`src/sv/nfgm_pkg.sv`:
```
// Types and constants of the entry-name filter.
// Used by the front end, the result queue, the back end and the top level.
`default_nettype none

package nfgm_pkg;

  localparam int unsigned CHAR_BITS   = 16;
  localparam int unsigned PACK_BITS   = 16;
  localparam int unsigned CFG_W       = 64;
  localparam int unsigned CFG_IDX_W   = 3;
  localparam int unsigned PAT_WORDS   = 6;
  localparam int unsigned LEN_FIELD_W = 5;
  localparam int unsigned ENTRY_W     = 32;

  localparam logic [CHAR_BITS-1:0] STAR_CHAR  = CHAR_BITS'(16'h002A);
  localparam logic [CHAR_BITS-1:0] QMARK_CHAR = CHAR_BITS'(16'h003F);
  localparam logic [CHAR_BITS-1:0] UPPER_A    = CHAR_BITS'(16'h0041);
  localparam logic [CHAR_BITS-1:0] UPPER_Z    = CHAR_BITS'(16'h005A);
  localparam logic [CHAR_BITS-1:0] CASE_SHIFT = CHAR_BITS'(16'h0020);

  typedef enum logic [CFG_IDX_W-1:0] {
    REG_MATCH_MODE,
    REG_PATTERN_LEN,
    REG_PATTERN_A,
    REG_PATTERN_B,
    REG_PATTERN_C,
    REG_PATTERN_D,
    REG_PATTERN_E,
    REG_PATTERN_F
  } cfg_reg_e;

  // What the front end knows about a finished name; the back end turns it
  // into the match flag.
  typedef struct packed {
    logic len_zero;
    logic glob;
    logic pos_hit;
    logic found;
  } end_info_t;

  // Only ASCII capitals are folded.
  function automatic logic [CHAR_BITS-1:0] fold_lower(input logic [CHAR_BITS-1:0] ch);
    return (ch >= UPPER_A && ch <= UPPER_Z) ? ch + CASE_SHIFT : ch;
  endfunction

endpackage

`default_nettype wire

```
`src/sv/name_filter_glob_match.sv`:
```
// Entry-name filter, top level. A character stream of entry names comes in;
// one word per finished name goes out with the entry's index and a match flag.
// Configuration: write match_mode, pattern_len and the six pattern words
// through cfg_we_i / cfg_index_i / cfg_wdata_i while the block is idle.
// Input: one name character per word on valid/stall; last_char_i ends a name,
// empty_name_i ends it at once without using the character.
// Throughput: one character per cycle while in_stall_o is low. The position
// vector is updated by a compare row and one carry chain for the star runs.
// out_valid_o for a name rises once its end word has passed through the queue
// and into the result register. After every configuration write in_stall_o is
// high for one cycle while the star closure of the kept vector is rebuilt.
// When out_stall_i is high the result holds; a two-word queue and the result
// register keep taking characters until three results wait, then in_stall_o
// rises.
// Reset: empty pattern in plain mode, entry counter zero, no result pending.
// Depends on nfgm_pkg, nfgm_front, nfgm_fifo and nfgm_back.
`default_nettype none

module name_filter_glob_match #(
  parameter int unsigned MAX_PATTERN = 24
) (
  input  logic                              clk_i,
  input  logic                              rst_ni,
  input  logic                              cfg_we_i,
  input  logic [nfgm_pkg::CFG_IDX_W-1:0]    cfg_index_i,
  input  logic [nfgm_pkg::CFG_W-1:0]        cfg_wdata_i,
  input  logic                              in_valid_i,
  output logic                              in_stall_o,
  input  logic [nfgm_pkg::CHAR_BITS-1:0]    name_char_i,
  input  logic                              last_char_i,
  input  logic                              empty_name_i,
  output logic                              out_valid_o,
  input  logic                              out_stall_i,
  output logic [nfgm_pkg::ENTRY_W-1:0]      entry_index_o,
  output logic                              matched_o
);
  import nfgm_pkg::*;

  logic      push;
  end_info_t push_data;
  logic      full;
  logic      fifo_valid;
  end_info_t fifo_data;
  logic      pop;

  nfgm_front #(
    .MAX_PATTERN (MAX_PATTERN)
  ) u_front (
    .clk_i        (clk_i),
    .rst_ni       (rst_ni),
    .cfg_we_i     (cfg_we_i),
    .cfg_index_i  (cfg_index_i),
    .cfg_wdata_i  (cfg_wdata_i),
    .in_valid_i   (in_valid_i),
    .in_stall_o   (in_stall_o),
    .name_char_i  (name_char_i),
    .last_char_i  (last_char_i),
    .empty_name_i (empty_name_i),
    .push_o       (push),
    .push_data_o  (push_data),
    .full_i       (full)
  );

  nfgm_fifo u_fifo (
    .clk_i       (clk_i),
    .rst_ni      (rst_ni),
    .push_i      (push),
    .push_data_i (push_data),
    .full_o      (full),
    .valid_o     (fifo_valid),
    .data_o      (fifo_data),
    .pop_i       (pop)
  );

  nfgm_back u_back (
    .clk_i         (clk_i),
    .rst_ni        (rst_ni),
    .fifo_valid_i  (fifo_valid),
    .fifo_data_i   (fifo_data),
    .pop_o         (pop),
    .out_valid_o   (out_valid_o),
    .out_stall_i   (out_stall_i),
    .entry_index_o (entry_index_o),
    .matched_o     (matched_o)
  );

endmodule

`default_nettype wire

```
`src/sv/nfgm_fifo.sv`:
```
// Two-word queue between the matcher front end and the result back end.
// Depends on nfgm_pkg for the word type.
`default_nettype none

module nfgm_fifo (
  input  logic                  clk_i,
  input  logic                  rst_ni,
  input  logic                  push_i,
  input  nfgm_pkg::end_info_t   push_data_i,
  output logic                  full_o,
  output logic                  valid_o,
  output nfgm_pkg::end_info_t   data_o,
  input  logic                  pop_i
);
  import nfgm_pkg::*;

  localparam int unsigned DEPTH = 2;
  localparam int unsigned PTR_W = $clog2(DEPTH);
  localparam int unsigned CNT_W = $clog2(DEPTH + 1);

  end_info_t        mem_q [DEPTH];
  logic [PTR_W-1:0] wr_ptr_q;
  logic [PTR_W-1:0] rd_ptr_q;
  logic [CNT_W-1:0] count_q;

  assign full_o  = (count_q == CNT_W'(DEPTH));
  assign valid_o = (count_q != '0);
  assign data_o  = mem_q[rd_ptr_q];

  always_ff @(posedge clk_i) begin
    if (push_i) begin
      mem_q[wr_ptr_q] <= push_data_i;
    end
  end

  always_ff @(posedge clk_i or negedge rst_ni) begin
    if (!rst_ni) begin
      wr_ptr_q <= '0;
      rd_ptr_q <= '0;
      count_q  <= '0;
    end else begin
      if (push_i) begin
        wr_ptr_q <= wr_ptr_q + PTR_W'(1);
      end
      if (pop_i) begin
        rd_ptr_q <= rd_ptr_q + PTR_W'(1);
      end
      case ({push_i, pop_i})
        2'b10:   count_q <= count_q + CNT_W'(1);
        2'b01:   count_q <= count_q - CNT_W'(1);
        default: count_q <= count_q;
      endcase
    end
  end

endmodule

`default_nettype wire

```
`src/sv/nfgm_front.sv`:
```
// Front end of the entry-name filter: configuration registers, case folding
// and the bit-parallel position vector. Depends on nfgm_pkg.
`default_nettype none

module nfgm_front #(
  parameter int unsigned MAX_PATTERN = 24
) (
  input  logic                              clk_i,
  input  logic                              rst_ni,
  input  logic                              cfg_we_i,
  input  logic [nfgm_pkg::CFG_IDX_W-1:0]    cfg_index_i,
  input  logic [nfgm_pkg::CFG_W-1:0]        cfg_wdata_i,
  input  logic                              in_valid_i,
  output logic                              in_stall_o,
  input  logic [nfgm_pkg::CHAR_BITS-1:0]    name_char_i,
  input  logic                              last_char_i,
  input  logic                              empty_name_i,
  output logic                              push_o,
  output nfgm_pkg::end_info_t               push_data_o,
  input  logic                              full_i
);
  import nfgm_pkg::*;

  localparam int unsigned POS_W = MAX_PATTERN + 1;
  localparam int unsigned LEN_W = $clog2(MAX_PATTERN + 1);

  // A star at position i lets the match skip to i+1, and runs of stars chain.
  // That chain is a carry chain: stars propagate and active stars generate.
  function automatic logic [POS_W-1:0] close_run(input logic [POS_W-1:0] vec,
                                                 input logic [POS_W-1:0] stars);
    logic [POS_W-1:0] gen;
    logic [POS_W-1:0] carry;
    gen   = vec & stars;
    carry = (stars + gen) ^ stars ^ gen;
    return vec | carry;
  endfunction

  logic                   glob_q;
  logic [LEN_FIELD_W-1:0] plen_q;
  logic [CFG_W-1:0]       pat_words_q [PAT_WORDS];
  logic                   dirty_q;
  logic [POS_W-1:0]       state_q;
  logic [POS_W-1:0]       closed_q;
  logic [POS_W-1:0]       start_q;
  logic                   found_q;

  logic [LEN_W-1:0]       len;
  logic [CHAR_BITS-1:0]   ch;
  logic [MAX_PATTERN-1:0] eq_m;
  logic [MAX_PATTERN-1:0] star_m;
  logic [MAX_PATTERN-1:0] qm_m;
  logic [POS_W-1:0]       star_pos;
  logic [POS_W-1:0]       cur;
  logic [MAX_PATTERN-1:0] fwd;
  logic [MAX_PATTERN-1:0] stay;
  logic [POS_W-1:0]       nv;
  logic [POS_W-1:0]       adv;
  logic                   found_new;
  logic                   accept;
  logic                   ends;
  logic                   reclose;

  assign len = (plen_q > LEN_FIELD_W'(MAX_PATTERN)) ? LEN_W'(MAX_PATTERN)
                                                    : plen_q[LEN_W-1:0];
  assign ch  = fold_lower(name_char_i);

  for (genvar i = 0; i < MAX_PATTERN; i++) begin : g_pos
    localparam int unsigned WORD  = i / 4;
    localparam int unsigned SHIFT = (i % 4) * PACK_BITS;
    logic [CHAR_BITS-1:0] pc;
    logic                 in_len;
    assign pc        = pat_words_q[WORD][SHIFT +: PACK_BITS];
    assign in_len    = (LEN_W'(i) < len);
    assign eq_m[i]   = in_len && (pc == ch);
    assign star_m[i] = in_len && (pc == STAR_CHAR);
    assign qm_m[i]   = in_len && (pc == QMARK_CHAR);
  end

  assign star_pos = {1'b0, star_m};

  // In wildcard mode the kept vector is read after closing it over stars.
  assign cur  = glob_q ? closed_q : state_q;
  assign fwd  = cur[MAX_PATTERN-1:0] & (eq_m | (qm_m & {MAX_PATTERN{glob_q}}));
  assign stay = cur[MAX_PATTERN-1:0] & star_m & {MAX_PATTERN{glob_q}};
  assign nv   = {fwd, 1'b0} | {1'b0, stay};
  assign adv  = glob_q ? close_run(nv, star_pos) : (nv | POS_W'(1));

  assign found_new = found_q | (!glob_q && adv[len] && (len != '0));

  // After a configuration write the input stalls while the closed vector is rebuilt.
  assign in_stall_o = dirty_q | full_i;
  assign accept     = in_valid_i & !in_stall_o;
  assign ends       = last_char_i | empty_name_i;
  assign reclose    = dirty_q & !cfg_we_i;
  assign push_o     = accept & ends;

  always_comb begin
    push_data_o.len_zero = (len == '0);
    push_data_o.glob     = glob_q;
    push_data_o.pos_hit  = empty_name_i ? closed_q[len] : adv[len];
    push_data_o.found    = empty_name_i ? found_q : found_new;
  end

  always_ff @(posedge clk_i or negedge rst_ni) begin
    if (!rst_ni) begin
      glob_q   <= 1'b0;
      plen_q   <= '0;
      for (int k = 0; k < PAT_WORDS; k++) begin
        pat_words_q[k] <= '0;
      end
      dirty_q  <= 1'b0;
      state_q  <= POS_W'(1);
      closed_q <= POS_W'(1);
      start_q  <= POS_W'(1);
      found_q  <= 1'b0;
    end else begin
      dirty_q <= cfg_we_i;
      if (cfg_we_i) begin
        case (cfg_reg_e'(cfg_index_i))
          REG_MATCH_MODE:  glob_q <= cfg_wdata_i[0];
          REG_PATTERN_LEN: plen_q <= cfg_wdata_i[LEN_FIELD_W-1:0];
          REG_PATTERN_A, REG_PATTERN_B, REG_PATTERN_C,
          REG_PATTERN_D, REG_PATTERN_E, REG_PATTERN_F: begin
            pat_words_q[cfg_index_i - CFG_IDX_W'(REG_PATTERN_A)] <= cfg_wdata_i;
          end
          default: ;
        endcase
      end
      if (reclose) begin
        closed_q <= glob_q ? close_run(state_q, star_pos) : state_q;
        start_q  <= glob_q ? close_run(POS_W'(1), star_pos) : POS_W'(1);
      end else if (accept) begin
        if (ends) begin
          state_q  <= POS_W'(1);
          closed_q <= start_q;
          found_q  <= 1'b0;
        end else begin
          state_q  <= adv;
          closed_q <= adv;
          found_q  <= found_new;
        end
      end
    end
  end

endmodule

`default_nettype wire

```
`src/sv/nfgm_back.sv`:
```
// Back end of the entry-name filter: entry counter and result register.
// Depends on nfgm_pkg for the queue word type.
`default_nettype none

module nfgm_back (
  input  logic                           clk_i,
  input  logic                           rst_ni,
  input  logic                           fifo_valid_i,
  input  nfgm_pkg::end_info_t            fifo_data_i,
  output logic                           pop_o,
  output logic                           out_valid_o,
  input  logic                           out_stall_i,
  output logic [nfgm_pkg::ENTRY_W-1:0]   entry_index_o,
  output logic                           matched_o
);
  import nfgm_pkg::*;

  logic [ENTRY_W-1:0] counter_q;
  logic               out_valid_q;
  logic [ENTRY_W-1:0] index_q;
  logic               matched_q;
  logic               hit;

  assign hit = fifo_data_i.len_zero |
               (fifo_data_i.glob ? fifo_data_i.pos_hit : fifo_data_i.found);

  assign pop_o         = fifo_valid_i & (!out_valid_q | !out_stall_i);
  assign out_valid_o   = out_valid_q;
  assign entry_index_o = index_q;
  assign matched_o     = matched_q;

  always_ff @(posedge clk_i) begin
    if (pop_o) begin
      index_q   <= counter_q;
      matched_q <= hit;
    end
  end

  always_ff @(posedge clk_i or negedge rst_ni) begin
    if (!rst_ni) begin
      counter_q   <= '0;
      out_valid_q <= 1'b0;
    end else begin
      if (pop_o) begin
        counter_q   <= counter_q + ENTRY_W'(1);
        out_valid_q <= 1'b1;
      end else if (!out_stall_i) begin
        out_valid_q <= 1'b0;
      end
    end
  end

endmodule

`default_nettype wire

```
`config.mk`:
```
export PLATFORM = sky130hd
export DESIGN_NAME = name_filter_glob_match
export DESIGN_NICKNAME = d
export VERILOG_FILES = /design/src/sv/nfgm_pkg.sv /design/src/sv/name_filter_glob_match.sv /design/src/sv/nfgm_fifo.sv /design/src/sv/nfgm_front.sv /design/src/sv/nfgm_back.sv
export SDC_FILE = /design/constraint.sdc
export NUM_CORES = 1
export LEC_CHECK = 0
export ABC_AREA = 1
export ABC_CLOCK_PERIOD_IN_PS = 4300
export BUFFER_PORTS_ARGS = -buffer_cell sky130_fd_sc_hd__buf_2
export CAP_MARGIN = 0
export CORE_MARGIN = 4
export CORE_UTILIZATION = 40
export DETAILED_ROUTE_END_ITERATION = 12
export PLACE_DENSITY_LB_ADDON = 0.15
export SKIP_CTS_REPAIR_TIMING = 1
export SYNTH_ARGS = -nofsm -noshare
export SYNTH_HDL_FRONTEND = slang
export SYNTH_SLANG_ARGS = --single-unit
```
`constraint.sdc`:
```
create_clock -name clk_i -period 4.3 [get_ports clk_i]
set_clock_uncertainty 0.1 [all_clocks]
set_input_delay 1.29 -clock clk_i [delete_from_list [all_inputs] [get_ports clk_i]]
set_output_delay 1.29 -clock clk_i [all_outputs]
set_load 0.05 [all_outputs]
```
==> results.py, run 1 <==
metrics = {
    "critical_path": {
        "cp.required_ps": 4670,
        "cp_slowest_stage_delay_ps": 240,
        "critPathLaunch": "name_char_i[7]",
        "path_max_fanout": 8,
        "critical_path_class": "in -> reg",
        "reg2reg_to": "u_fifo.mem_q[1][0]$_DFFE_PP_",
        "r2r_slack_ps": 300,
        "cp_slowest_cell": "a21oi_4",
        "rr_worst_depth": 28,
        "r2r_start": "u_front.plen_q[4]$_DFFE_PN0P_",
        "arrival_ps": 4780,
        "cp-end-kind": "flip-flop",
        "worstSetupStartpointType": "input pin",
    },
    "final_layout": {
        "finalNonFillerCells": 6049,
        "area_growth_pct": 21.4,
        "final_core_util": 0.492,
        "layout_common_cells": "nand2_1 (1229), dfrtp_1 (498), inv_1 (493)",
        "layout-drive-gt1-share": 0.168,
        "finalNetCount": 5030,
        "design_area_um2": 39900,
        "layout_commonest_cell": "nand2_1",
    },
    "synth": {
        "synth.avg_cell_area_um2": 7.25,
        "ys.flop_type": "dfrtp_1",
        "synth_warnings": 0,
        "synthArstFlopShare": 0.925,
        "seq_area_frac_synth": 0.420,
        "synth_nets": 4635,
        "synth_compound_gate_area_share": 0.116,
        "synth-edff-count": 41,
        "synth_simple_gate_area_frac": 0.319,
        "synth_top_family_by_area": "simple AND/OR/NAND/NOR gates",
        "ys_ff_latch": 544,
        "synth_fa_ha_area_frac": 0.00228,
        "post_synth_num_cell_types": 66,
        "syn_inst": 4539,
        "synthMuxAreaShare": 0,
        "synth_xor_xnor_area_share": 0.0580,
        "synth_area_um2": 32900,
    },
    "placement": {
        "placedCellCount": 5918,
        "dp.final_hpwl_um": 99700,
        "gp_congestion": 1.03,
        "dp_slack_ps": -880,
        "io_buffers": 124,
        "placed_area_um2": 37200,
    },
    "worst_hold_path": {
        "hp-start": "u_back.counter_q[26]$_DFFE_PN0P_",
        "hp-class": "reg -> reg",
        "whs_endpoint": "u_back.entry_index_o[26]$_DFFE_PP_",
        "whs_path_depth": 0,
    },
    "drt": {
        "drcViolationCount": 0,
        "wirelength_um": 131000,
        "ant_nets": 0,
        "avgViaCountPerCell": 5.47,
        "drt_iter0_drc": 3618,
        "first_pass_iters": 6,
        "via_count": 33100,
        "wl_per_cell_um": 21.6,
    },
    "power": {
        "power_w": 0.0170,
        "vdd_drop_max_v": 0.000308,
        "p_per_area_nw_per_um2": 426,
        "leakagePower_nw": 19.3,
    },
    "global_routing": {
        "grt_pass1_wl_um": 195000,
        "grt_pass1_vias": 30600,
        "grt_max_degree": 129,
        "gr-total-overflow": 0,
        "antenna_found_initial": 5,
        "track_usage": 0.296,
    },
    "sta": {
        "min_period_ps": 4410,
        "worst_pin_slew_ps": 980,
        "rsz0062_at_grt": "true",
        "clock.fmax_mhz": 227,
        "fin_crit_sh": 1.03,
        "max_slew_margin": 0.347,
        "hold_viol_final": 0,
        "setup_ws_ps": -111,
        "finalSetupViolations": 5,
        "maxSlewViolCount": 0,
    },
    "cts": {
        "path_clk_slew_ps": 60,
        "clk_latency_ps": 630,
        "htreeDepth": 3,
        "cts_max_path_buffers": 3,
        "cts_made_buffers": 67,
        "cts_sinks": 544,
        "tritoncts": "built",
        "cts-root-buf": "clkbuf_16",
    },
    "floorplanning": {
        "die_w_um": 295,
        "ios": 125,
        "die_h_um": 295,
        "fp.coreArea_um2": 81100,
        "start_util": 0.406,
        "die_area_um2": 86900,
        "fp-row-count": 104,
    },
    "job": {
        "timing.max_cap.violations": 0,
    },
    "outcome": {
        "outcome": "finished, violations left",
        "violations": "setup timing",
    },
}
sequential cells by signal, indices dropped and copies added (netlist names), 2 cells and up:
name	count
u_front.state_q	25
u_front.closed_q	25
u_back.counter_q	32
u_front.start_q	24
u_back.entry_index_o	32
u_front.plen_q	5
u_fifo.mem_q	8
u_fifo.count_q	2
u_front.g_pos.pc	384
critical path: cells and delay by family:
family	cells	cell delay, ps
and+or+nand+nor	22	2500
buffers and inverters	5	600
AOI/OAI and AO/OA	2	390
area by class of cell:
| cell class | instances | area, um^2 |
|---|---|---|
| antenna | 5 | 12.5 |
| clock buffer | 102 | 2000 |
| clock inverter | 17 | 215 |
| fill | 8082 | 41100 |
| inverter | 527 | 2000 |
| multi-input combinational | 3289 | 16700 |
| sequential | 544 | 13800 |
| tap | 1060 | 1330 |
| timing repair buffer | 505 | 3820 |
cell usage after synthesis (11+ instances only):
library cell / instances / area, um^2
inv_2: 23 / 86.3
xnor2_1: 59 / 517
clkbuf_1: 128 / 480
nor2_1: 348 / 1310
o21ai_1: 22 / 110
inv_1: 497 / 1870
nor3_1: 94 / 470
o211ai_1: 22 / 165
dfrtp_1: 501 / 12500
nor2_2: 16 / 100
nand3_2: 11 / 110
nor3b_1: 11 / 82.6
or2_2: 47 / 294
nand4_1: 138 / 863
xor2_1: 159 / 1390
o21ai_0: 475 / 2380
nand3_1: 239 / 1200
nand3b_1: 26 / 195
o22ai_1: 23 / 144
a21oi_1: 105 / 526
nand2_1: 1278 / 4800
buf_2: 28 / 140
nor4_1: 111 / 694
edfxtp_1: 41 / 1230
per-stage QoR:
step	hold slack [ps]	TNS [ps]
finish	373	-395
global route	389	-1500
CTS	376	-1210
detailed placement	362	-18630
global placement	358	-17150
floorplan	339	0
where the power goes:
part	internal, W	leakage, nW	total (W)	switching (W)
logic	0.00142	11.4	0.00417	0.00276
clock network	0.00336	1.09	0.00576	0.00240
registers	0.00615	6.77	0.00709	0.000943
total	0.0109	19.3	0.0170	0.00610
kinds of logic after synthesis:
kind of cell	count (synthesis)
compound gates	706
fa+ha+maj	6
xor+xnor	218
simple gates	2359
buf+inv	706
flops	544
layer usage:
layer | vias up | GRT usage | part of all wire
met1 | 15900 | 0.416 | 0.44
met3 | 226 | 0.0391 | 0.072
met4 | 0 | 0.100 | 0.041
li1 | 15700 | - | -
met5 | - | 0 | 0
met2 | 1319 | 0.472 | 0.45
worst max-delay path by stage:
| stage | slack (ps) | end | depth (start not counted) |
|---|---|---|---|
| after floorplan | 40 | u_fifo.mem_q[0][0]$_DFFE_PP_ | 25 |
| after global placement | -880 | u_fifo.mem_q[0][0]$_DFFE_PP_ | 28 |
| after detailed placement | -880 | u_fifo.mem_q[0][1]$_DFFE_PP_ | 26 |
| after CTS | -260 | u_fifo.mem_q[0][0]$_DFFE_PP_ | 26 |
| after global routing | -300 | u_fifo.mem_q[1][0]$_DFFE_PP_ | 36 |
| final | -110 | u_fifo.mem_q[1][0]$_DFFE_PP_ | 29 |
Note: power is estimated with default switching activity, not from simulation.
==> run 2: changes to the inputs <==
--- a/config.mk
+++ b/config.mk
@@ -9,9 +9,11 @@
 export ABC_CLOCK_PERIOD_IN_PS = 4300
 export BUFFER_PORTS_ARGS = -buffer_cell sky130_fd_sc_hd__buf_2
 export CAP_MARGIN = 0
+export CORE_ASPECT_RATIO = 0.9
 export CORE_MARGIN = 4
 export CORE_UTILIZATION = 40
 export DETAILED_ROUTE_END_ITERATION = 12
+export HOLD_SLACK_MARGIN = 0.03
 export PLACE_DENSITY_LB_ADDON = 0.15
 export SKIP_CTS_REPAIR_TIMING = 1
 export SYNTH_ARGS = -nofsm -noshare
==> run 2 against run 1 <==
The flow still finishes with violations (setup timing). Die area barely moved. Sequential share of layout area fell by 0.19 points. Core utilization rose by 0.16 points. First-iteration DRC count decreased by 4.2%. Clock-buffer cell count down 2. Combinational power hardly changed. Highest routed layer unchanged.
==> results.py, run 2 (synthesis results as in run 1) <==
metrics = {
    "cts": {
        "cts_sinks": 544,
        "cts_made_buffers": 66,
        "path_clk_slew_ps": 60,
        "cts-root-buf": "clkbuf_16",
        "cts_max_path_buffers": 3,
        "clk_latency_ps": 630,
        "htreeDepth": 3,
        "tritoncts": "built",
    },
    "floorplanning": {
        "die_h_um": 280,
        "ios": 125,
        "start_util": 0.405,
        "die_w_um": 310,
        "die_area_um2": 86900,
        "fp-row-count": 99,
        "fp.coreArea_um2": 81300,
    },
    "final_layout": {
        "final_core_util": 0.494,
        "nFillCells": 8167,
        "seq_area_um2": 13800,
        "finalNonFillerCells": 6064,
        "largest_reg_flops": 384,
        "multiInputGateArea_um2": 16800,
        "area_growth_pct": 22.0,
        "finalNetCount": 5045,
        "layout_common_cells": "nand2_1 (1222), dfrtp_1 (499), inv_1 (492)",
        "layout_commonest_cell": "nand2_1",
        "layout-drive-gt1-share": 0.172,
    },
    "sta": {
        "finalSetupViolations": 5,
        "fin_crit_sh": 1.02,
        "worst_pin_slew_ps": 722,
        "setup_ws_ps": -107,
        "max_slew_margin": 0.518,
        "holdWs_ps": 370,
        "maxSlewViolCount": 0,
        "clock.fmax_mhz": 227,
        "rsz0062_at_grt": "true",
        "hold_viol_final": 0,
        "tns_ps": -467,
        "min_period_ps": 4410,
    },
    "critical_path": {
        "critPathLaunch": "name_char_i[15]",
        "rr_worst_depth": 26,
        "worstSetupStartpointType": "input pin",
        "crit_family": "simple AND/OR/NAND/NOR gates",
        "critical_path_class": "in -> reg",
        "worst_path_most_repeated_cell": "nand2_1",
        "arrival_ps": 4770,
        "path_max_fanout": 5,
        "cp_num_buf_inv": 7,
        "cp-end-kind": "flip-flop",
        "cp_slowest_cell": "nand4_4",
        "path_depth": 32,
        "cp_slowest_stage_delay_ps": 240,
        "r2r_start": "u_front.plen_q[3]$_DFFE_PN0P_",
        "cp.required_ps": 4660,
    },
    "global_routing": {
        "grt_pass1_vias": 30800,
        "gr-total-overflow": 0,
        "grt_max_degree": 129,
        "track_usage": 0.297,
        "antenna_found_initial": 1,
        "grt_pass1_wl_um": 195000,
    },
    "drt": {
        "avgViaCountPerCell": 5.44,
        "via_count": 33000,
        "drcViolationCount": 0,
        "ant_nets": 0,
        "drt_iter0_drc": 3467,
        "wl_per_cell_um": 21.5,
        "first_pass_iters": 6,
        "wirelength_um": 130000,
    },
    "outcome": {
        "violations": "setup timing",
        "outcome": "finished, violations left",
    },
    "placement": {
        "placedCellCount": 5930,
        "dp.final_hpwl_um": 98900,
        "dp_slack_ps": -1000,
        "io_buffers": 124,
        "gp_congestion": 1.01,
    },
    "power": {
        "p_per_area_nw_per_um2": 426,
        "vdd_drop_max_v": 0.000270,
        "leakagePower_nw": 19.4,
    },
    "worst_hold_path": {
        "whs_path_depth": 2,
        "hp-class": "reg -> reg",
        "hp-start": "u_front.start_q[14]$_DFFE_PN0P_",
    },
    "job": {
        "timing.max_cap.violations": 0,
    },
}
==> run 2: path summary, 6_finish.rpt <==
path	endpoint	slack [ps]
max reg2reg	u_fifo.mem_q[0][0]$_DFFE_PP_	290
max in group asynchronous	u_front.g_pos[17].pc[1]$_DFFE_PN0P_	2590
min in group asynchronous	u_front.g_pos[22].pc[12]$_DFFE_PN0P_	480
min	u_front.start_q[14]$_DFFE_PN0P_	370
min reg2reg	u_front.start_q[14]$_DFFE_PN0P_	370
max	u_fifo.mem_q[1][1]$_DFFE_PP_	-110
==> run 2: layer usage <==
metal / up-vias / routed length, um / GRT usage
met2: 1375 / 54200 / 0.434
met1: 15700 / 60700 / 0.446
met5: - / 0 / 0
li1: 15700 / - / -
met4: 0 / 4130 / 0.0907
met3: 216 / 11200 / 0.0545
==> run 2: power breakdown <==
group	switching [W]	total, W	internal [W]
Sequential	0.000960	0.00711	0.00615
Clock	0.00234	0.00581	0.00347
Combinational	0.00276	0.00418	0.00142
Total	0.00606	0.0171	0.0110
==> run 2: cell type report <==
| class | count | area share |
|---|---|---|
| multi-input cells | 3290 | 0.418 |
| repair buffers | 520 | 0.0994 |
| flip-flops and latches | 544 | 0.344 |
| clock buffers | 100 | 0.0479 |
| inverters | 527 | 0.0499 |
| diodes | 1 | 0.0000623 |
| clock inverters | 22 | 0.00742 |
| well taps | 1060 | 0.0330 |
==> run 2: per-stage QoR <==
step | instance area, um^2 | power, W
final | 40100 | 0.0171
after global routing | 40100 | 0.0180
after CTS | 39500 | 0.0171
after detailed placement | 37300 | 0.0112
after global placement | 37300 | 0.0112
after floorplan | 32900 | 0.00960
==> run 2: worst register-to-register path, delay by kind of cell (launching register included) <==
family,cells,cell delay (ps)
simple gates,18,2230
flops,1,520
buf+inv,5,490
compound gates,3,510
